### src/rtl/core/ffsp_page_mem.sv
// Page table memory: used bytes, top slot and record count per page.
module ffsp_page_mem #(
  parameter int unsigned PW = 4
) (
  input  logic          clk,
  input  logic          we,
  input  logic [PW-1:0] waddr,
  input  logic [31:0]   wused,
  input  logic [15:0]   wtop,
  input  logic [8:0]    wcnt,
  input  logic [PW-1:0] raddr,
  output logic [31:0]   rused,
  output logic [15:0]   rtop,
  output logic [8:0]    rcnt
);

  localparam int unsigned DEPTH = 1 << PW;

  logic [31:0] used_mem [DEPTH];
  logic [15:0] top_mem  [DEPTH];
  logic [8:0]  cnt_mem  [DEPTH];

  always_ff @(posedge clk) begin
    if (we) begin
      used_mem[waddr] <= wused;
      top_mem[waddr]  <= wtop;
      cnt_mem[waddr]  <= wcnt;
    end
    rused <= used_mem[raddr];
    rtop  <= top_mem[raddr];
    rcnt  <= cnt_mem[raddr];
  end

endmodule

### config.mk
export PLATFORM = sky130hd
export DESIGN_NAME = ffsp_page_mem
export DESIGN_NICKNAME = d
export VERILOG_FILES = /design/src/rtl/core/ffsp_page_mem.sv
export SDC_FILE = /design/constraint.sdc
export NUM_CORES = 1
export LEC_CHECK = 0
export BUFFER_PORTS_ARGS = -buffer_cell sky130_fd_sc_hd__buf_2
export CAP_MARGIN = 5
export CORE_MARGIN = 3
export CORE_UTILIZATION = 39
export DETAILED_ROUTE_END_ITERATION = 8
export PLACE_DENSITY = 0.55
export SLEW_MARGIN = 15
export SYNTH_ARGS = -nofsm -noshare
export SYNTH_HDL_FRONTEND = slang
export SYNTH_SLANG_ARGS = --single-unit
### constraint.sdc
create_clock -name clk -period 6.9 [get_ports clk]
set_input_delay 0.345 -clock clk [delete_from_list [all_inputs] [get_ports clk]]
set_output_delay 0.345 -clock clk [all_outputs]
set_load 0.02 [all_outputs]
* Word-level counts from Yosys, hierarchy flattened
Memory sizes are Yosys's and may differ from the RTL's. A register that Yosys moved wholly into a read port is not among the register bits.
Index checks and enable logic that the tools add are counted.
** Cells by class
- Multiplexer cells :: 2
** Operators with widths (number)
- $mux 1 :: 2
** Storage, ports and cells
- Output and inout port bits :: 57
- Memories kept :: 3
- Register bits :: 0
- Logic and storage cells :: 5
- Bits of input ports :: 67
- Memory bits (writable) :: 912
** Memory list
- used_mem :: depth 16, width 32, rd ports 1, clocked after memory_dff 1, write ports 1, RTL line 19 : logic [31:0] used_mem [DEPTH];
- top_mem :: depth 16, width 16, rd ports 1, clocked after memory_dff 1, write ports 1, RTL line 20 : logic [15:0] top_mem [DEPTH];
- cnt_mem :: depth 16, width 9, rd ports 1, clocked after memory_dff 1, write ports 1, RTL line 21 : logic [8:0] cnt_mem [DEPTH];

* Longest topological paths before layout
Gate-level depths: netlist of the first run.
- Depth in word-level cells :: 2
- Mapped depth :: 6
- Depth with buffers taken out :: 3

* Worst setup path before layout of the first run
OpenSTA, ideal clock, no wires.
- Path kind :: input to register
- Start point :: in waddr[2]
- End point :: mem cnt_mem[0][0], enable pin
- Required time :: 6.357 ns
- Setup slack :: 1.618 ns
- Setup time :: 0.543 ns
- Buffers on the path :: 0
- Stages :: 2
- Arrival time :: 4.739 ns
- Cell sequence :: or3b_2 > nor3_1
** RTL lines
- start, declared :: RTL line 7 : input logic [PW-1:0] waddr,
- end, declared :: RTL line 21
No word-level cell before the write port.

* Final worst setup path of the first run
- Start point :: in waddr[2]
- End point :: mem used_mem[3][27], enable pin
** RTL lines (RTL line)
- end, declared :: 19
No word-level cell before the write port.

==> flow_metrics.py, run 1 <==
metrics = {
    "clocking": {
        "numCtsBuffers": 99,
        "clkLatencyLatePin_ns": 0.63,
        "cts_tree": "yes",
        "cts_buffer_depth": 3,
        "hold_buffers": 0,
        "cts_resized": 0,
        "clock_sinks": 969,
        "htreeDepth": 3,
        "root_buffer": "clkbuf_16",
        "clk_pin_slew_ns": 0.06,
        "cts_setup_buffers": 0,
    },
    "detailed_routing": {
        "wirelength_um": 79900,
        "vias": 15877,
        "drc": 0,
        "vias_per_cell": 5.46,
        "final_antenna_net_count": 0,
        "wl_per_cell_um": 27.5,
        "firstDrtPassIters": 7,
        "drt_iter0_drc": 1489,
    },
    "sta": {
        "hold_violations": 0,
        "finalSetupViolations": 0,
        "fmax_ghz": 0.433,
        "skew_ns": 0.0231,
        "fin_hold_ws_ns": 0.0878,
        "tns_ns": 0,
        "postLayoutSetupSlackWorst_ns": 4.59,
        "tightestPinTransition_ns": 1.12,
        "drv_slew": 0,
        "max-slew-margin-rel": 0.252,
        "rsz0062_at_grt": "no",
        "finalCritPeriodShare": 0.335,
        "fin_crit_ns": 2.31,
    },
    "synthesis": {
        "synthDominantCellAreaShare": 0.777,
        "avgSynthCellArea_um2": 24.0,
        "syn_area_mm2": 0.0353,
        "synthCells": 1470,
        "ys_types": 18,
        "syn_nets": 1537,
        "yosysWarnings": 0,
        "ys_seq_area_frac": 0.809,
        "synth.area.top_cells": "edfxtp_1 (78%), mux4_2 (15%), dfxtp_1 (3.2%)",
        "synth_top_cell_by_area": "edfxtp_1",
        "ys_ff_latch": 969,
    },
    "worst_setup_path": {
        "start_kind": "input port",
        "end_kind": "register",
        "worstPathArrival_ns": 2.56,
        "cp_max_fo": 40,
        "critPathKind": "input port to register",
        "cp.required_ns": 7.15,
    },
    "global_route": {
        "grt_pass1_wl_um": 116000,
        "gr-total-overflow": 0,
        "antenna_found_initial": 10,
        "grt_usage": 0.171,
        "grt_pass1_vias": 16953,
        "grt_max_degree": 119,
    },
    "flow_run": {
        "maxCapViolCount": 0,
    },
    "cells_and_area": {
        "regArea_mm2": 0.0285,
        "layout_commonest_cell": "edfxtp_1",
        "multi_input_area_mm2": 0.00647,
        "final_area_mm2": 0.0406,
        "fillers": 7367,
        "nNetsFinal": 1721,
        "drive_gt1_frac": 0.320,
        "final_cell_mix": "edfxtp_1 (912), mux4_2 (228), buf_2 (121)",
        "area_growth_pct": 15.1,
        "stdcell_count": 2906,
        "fin_util": 0.455,
    },
    "floorplan": {
        "die_w_um": 307,
        "fp-row-count": 109,
        "pin_count": 124,
        "start_util": 0.396,
        "die-area_mm2": 0.0940,
        "core-area_mm2": 0.0891,
        "die_h_um": 307,
    },
    "pwr": {
        "pwr_density_cell_mw_per_mm2": 306,
        "power_mw": 12.4,
        "ir_drop_uv": 226,
        "p_leak_nw": 13.0,
    },
    "worst_hold_path": {
        "hp-class": "input port to register",
    },
    "placed_design": {
        "dpl-instance-area_mm2": 0.0374,
        "dp_cells": 2718,
        "place_congestion": 0.670,
        "dp_hpwl_um": 37800,
        "post-place-ws_ns": 3.91,
        "portBuffers": 123,
    },
    "run_status": {
        "status": "completed",
    },
}
critical path: stages:
cell,delay [ns]
buf_2,0.12
or3b_2,0.60
nor2_4,0.64
buf_4,0.80
routing by layer:
metal,vias up,part of all wire,global-route usage
li1,6668,-,-
met1,8668,0.44,0.240
met2,425,0.49,0.281
met3,106,0.055,0.0311
met4,10,0.016,0.0404
met5,-,0.00068,0
power breakdown:
part | leakage (nW) | internal, mW | switching, mW
Sequential | 8.72 | 6.58 | 0.0451
Clock | 1.57 | 3.02 | 2.14
Combinational | 2.67 | 0.228 | 0.374
path summary, 6_finish.rpt:
kind | start | endpoint | slack (ns) | cells after the start
max reg2reg | used_mem[3][13] | rused[13] | 5.41 | 3
min | wcnt[7] | cnt_mem[4][7] | 0.09 | 1
min reg2reg | top_mem[14][10] | rtop[10] | 0.66 | 3
max | waddr[2] | used_mem[3][27] | 4.59 | 4
final cells by class:
| cell class | count | area share |
|---|---|---|
| flip-flops and latches | 969 | 0.703 |
| multi-input cells | 426 | 0.160 |
| clock buffers | 132 | 0.0679 |
| well taps | 1165 | 0.0359 |
| repair buffers | 158 | 0.0228 |
| clock inverters | 52 | 0.0103 |
| diodes | 4 | 0.000247 |
flip-flops by register name, summed over array words and instances, names as in the netlist:
signal    cells
rtop         16
cnt_mem     144
rused        32
used_mem    512
rcnt          9
top_mem     256
cells by family (layout without fill, tap and decap cells):
| family | Yosys count | in the layout | share of synthesized area |
|---|---|---|---|
| buf+inv | 75 | 342 | 0.0110 |
| other cells | 0 | 4 | 0 |
| simple gates | 84 | 84 | 0.00983 |
| flops | 969 | 969 | 0.809 |
| mux | 228 | 228 | 0.146 |
| compound gates | 114 | 114 | 0.0243 |
cells in the mapped netlist:
master / instances
and2_1: 1
buf_6: 3
clkbuf_1: 35
buf_4: 21
nor2b_1: 2
nand2_1: 58
nor2_1: 13
nand3b_1: 2
nor3_1: 4
buf_1: 11
nand2b_1: 2
edfxtp_1: 912
mux4_2: 228
dfxtp_1: 57
nand3_1: 1
or3b_2: 1
buf_2: 5
a22oi_1: 114
Note: power is estimated with default switching activity, not from simulation.
==> inputs of run 2 (changes only) <==
--- a/config.mk
+++ b/config.mk
@@ -5,12 +5,13 @@
 export SDC_FILE = /design/constraint.sdc
 export NUM_CORES = 1
 export LEC_CHECK = 0
+export ABC_AREA = 1
 export BUFFER_PORTS_ARGS = -buffer_cell sky130_fd_sc_hd__buf_2
 export CAP_MARGIN = 5
 export CORE_MARGIN = 3
 export CORE_UTILIZATION = 39
 export DETAILED_ROUTE_END_ITERATION = 8
-export PLACE_DENSITY = 0.55
+export PLACE_DENSITY = 0.57
 export SLEW_MARGIN = 15
 export SYNTH_ARGS = -nofsm -noshare
 export SYNTH_HDL_FRONTEND = slang
==> constraint.sdc (replaced) <==
create_clock -name clk -period 1.95 [get_ports clk]
set_input_delay 0.0975 -clock clk [delete_from_list [all_inputs] [get_ports clk]]
set_output_delay 0.0975 -clock clk [all_outputs]
set_load 0.02 [all_outputs]
==> run 2 against run 1 <==
Sequential share of layout area shrank 9.4 points. Clock skew grew 0.015 ns. Cell count grew 86%. Power grew to 3.6 times the previous value. Clock power grew to 3.6 times the previous value. First-iteration DRC count grew 54%. Routed wire length grew 26%. Flip-flop and latch count is the same.
==> flow_metrics.py, run 2 <==
metrics = {
    "run_status": {
        "status": "completed",
    },
    "sta": {
        "fin_crit_ns": 1.75,
        "fmax_ghz": 0.573,
        "finalCritPeriodShare": 0.895,
        "tns_ns": 0,
        "finalSetupViolations": 0,
        "fin_hold_ws_ns": 0.0695,
        "skew_ns": 0.0377,
        "max-slew-margin-rel": 0.596,
        "hold_violations": 0,
        "tightestPinTransition_ns": 0.605,
        "postLayoutSetupSlackWorst_ns": 0.205,
        "rsz0062_at_grt": "no",
        "drv_slew": 0,
    },
    "synthesis": {
        "synth_common_cells": "nand2_1 (1201), edfxtp_1 (912), inv_1 (690)",
        "synth_flop_cell": "edfxtp_1",
        "async_reset_ff_frac": 0,
        "syn_nets": 3821,
        "synth_top_cell_by_area": "edfxtp_1",
        "yosysMostFrequentCell": "nand2_1",
        "ys_types": 14,
        "synth-edff-count": 912,
        "synthCells": 3754,
        "syn_area_mm2": 0.0403,
        "avgSynthCellArea_um2": 10.7,
        "ys_ff_latch": 969,
        "synth.area.top_cells": "edfxtp_1 (68%), nand2_1 (11%), nand3_1 (8.5%)",
        "ys_seq_area_frac": 0.707,
        "yosysWarnings": 0,
        "synthDominantCellAreaShare": 0.679,
    },
    "cells_and_area": {
        "layout_commonest_cell": "nand2_1",
        "regArea_mm2": 0.0285,
        "fin_util": 0.458,
        "multi_input_area_mm2": 0.00813,
        "largestRegisters": "used_mem x512, top_mem x256, cnt_mem x144",
        "drive_gt1_frac": 0.0906,
        "final_area_mm2": 0.0468,
        "n_antenna_cell": 0,
        "largest_register_ffs": 512,
        "area_growth_pct": 16.0,
        "stdcell_count": 5395,
        "nNetsFinal": 4009,
        "top_register": "used_mem",
        "fillers": 9493,
        "final_cell_mix": "nand2_1 (1201), edfxtp_1 (912), inv_1 (688), nand3_1 (688), buf_2 (119)",
    },
    "global_route": {
        "grt_pass1_vias": 24813,
        "grt_max_degree": 117,
        "gr-total-overflow": 0,
        "grt_pass1_wl_um": 152000,
        "grt_usage": 0.186,
        "antenna_found_initial": 0,
    },
    "clocking": {
        "numCtsBuffers": 102,
        "root_buffer": "clkbuf_16",
        "clock_sinks": 969,
        "cts_resized": 0,
        "clkLatencyLatePin_ns": 0.68,
        "hold_buffers": 62,
        "cts_setup_buffers": 0,
        "cts_tree": "yes",
        "clk_pin_slew_ns": 0.06,
        "cts_buffer_depth": 3,
        "htreeDepth": 3,
    },
    "detailed_routing": {
        "maxUsedRoutingLayer": "met4",
        "firstDrtPassIters": 6,
        "drt_iter0_drc": 2297,
        "wl_met2_um": 47300,
        "vias_per_cell": 4.77,
        "met1Wirelength_um": 46200,
        "drc": 0,
        "final_antenna_net_count": 0,
        "vias": 25741,
        "wl_per_cell_um": 18.6,
        "wl_met3_um": 5180,
        "wirelength_um": 100000,
    },
    "floorplan": {
        "start_util": 0.395,
        "fp-row-count": 117,
        "pin_count": 124,
        "die-area_mm2": 0.107,
        "die_w_um": 328,
        "die_h_um": 328,
        "core-area_mm2": 0.102,
    },
    "worst_setup_path": {
        "cpPeakStageDelay_ns": 0.56,
        "cp.required_ns": 2.58,
        "cp_max_fo": 34,
        "worstPathArrival_ns": 2.38,
        "r2r_setup_slack_ns": 0.44,
        "end_kind": "register",
        "cp_slowest_cell": "dlygate4sd3_1",
        "start_kind": "input port",
        "worst-path-buf-inv": 5,
        "reg2reg_from": "used_mem[4][31]",
        "crit_family": "buffers and inverters",
        "critPathMostFrequentCell": "nand3_1",
        "worstReg2RegEnd": "rused[31]",
        "path_cells": "dlygate4sd3_1 > buf_8 > inv_8 > buf_12 > nand3_1 > nand3_1 > nand3_1 > nand2_1 > dlygate4sd3_1",
        "reg2regPathDepth": 7,
        "critPathKind": "input port to register",
    },
    "flow_run": {
        "maxCapViolCount": 0,
    },
    "worst_hold_path": {
        "min_path_cells": 6,
        "hp-class": "input port to register",
        "worstHoldStart": "raddr[0]",
        "min_to": "rtop[14]",
    },
    "pwr": {
        "ir_drop_uv": 717,
        "power_mw": 45.2,
        "p_leak_nw": 19.8,
        "pwr_density_cell_mw_per_mm2": 965,
    },
    "placed_design": {
        "dp_cells": 5144,
        "post-place-ws_ns": 0.202,
        "place_congestion": 0.786,
        "portBuffers": 123,
        "dp_hpwl_um": 55800,
        "dpl-instance-area_mm2": 0.0430,
    },
}
## run 2: changes by cell type after synthesis, moves of 3 or more
| cell | delta |
|---|---|
| nand3_1 | +687 |
| nor3_1 | -4 |
| nand2_1 | +1143 |
| mux4_2 | -228 |
| clkbuf_1 | -13 |
| buf_4 | +8 |
| a22oi_1 | -114 |
| nor2_1 | +3 |
| inv_1 | +690 |
| buf_2 | +83 |
| buf_6 | +33 |
## run 2: layer usage
metal  up-vias  track usage
met5         -            0
met4         0       0.0404
met3       129       0.0261
met2       654        0.306
met1     12457        0.263
li1      12501            -
## run 2: cells by family after synthesis
family,share of synthesized area
buffers and inverters,0.0943
and+or+nand+nor,0.199
DFF,0.707
## run 2: cell type report
cell class,instances,area share
Clock inverter,52,0.00955
Tap cell,1368,0.0366
Clock buffer,137,0.0589
Inverter,692,0.0562
Sequential cell,969,0.610
Multi-Input combinational cell,1905,0.174
Timing Repair Buffer,272,0.0554
## run 2: tightest hold or removal path, delay by kind of cell
kind,cells,cell delay [ns]
buffers and inverters,1,0.17
AND/OR/NAND/NOR,5,0.38
## run 2: worst max path at each step
| stage | slack [ns] | endpoint | cells past startpoint | from |
|---|---|---|---|---|
| after floorplan | -0.32 | cnt_mem[0][0] | 3 | waddr[0] |
| after global placement | 0.20 | top_mem[1][10] | 5 | waddr[1] |
| after detailed placement | 0.20 | top_mem[1][10] | 5 | waddr[1] |
| after CTS | 0.26 | rused[31] | 9 | raddr[1] |
| after global routing | 0.16 | rused[31] | 9 | raddr[1] |
| final | 0.20 | rused[31] | 9 | raddr[1] |
## run 2: power breakdown
group / total [mW] / switching [mW] / internal (mW)
registers: 23.5 / 0.170 / 23.3
clock network: 18.7 / 8.16 / 10.5
logic: 3.06 / 2.14 / 0.918
total: 45.2 / 10.5 / 34.7
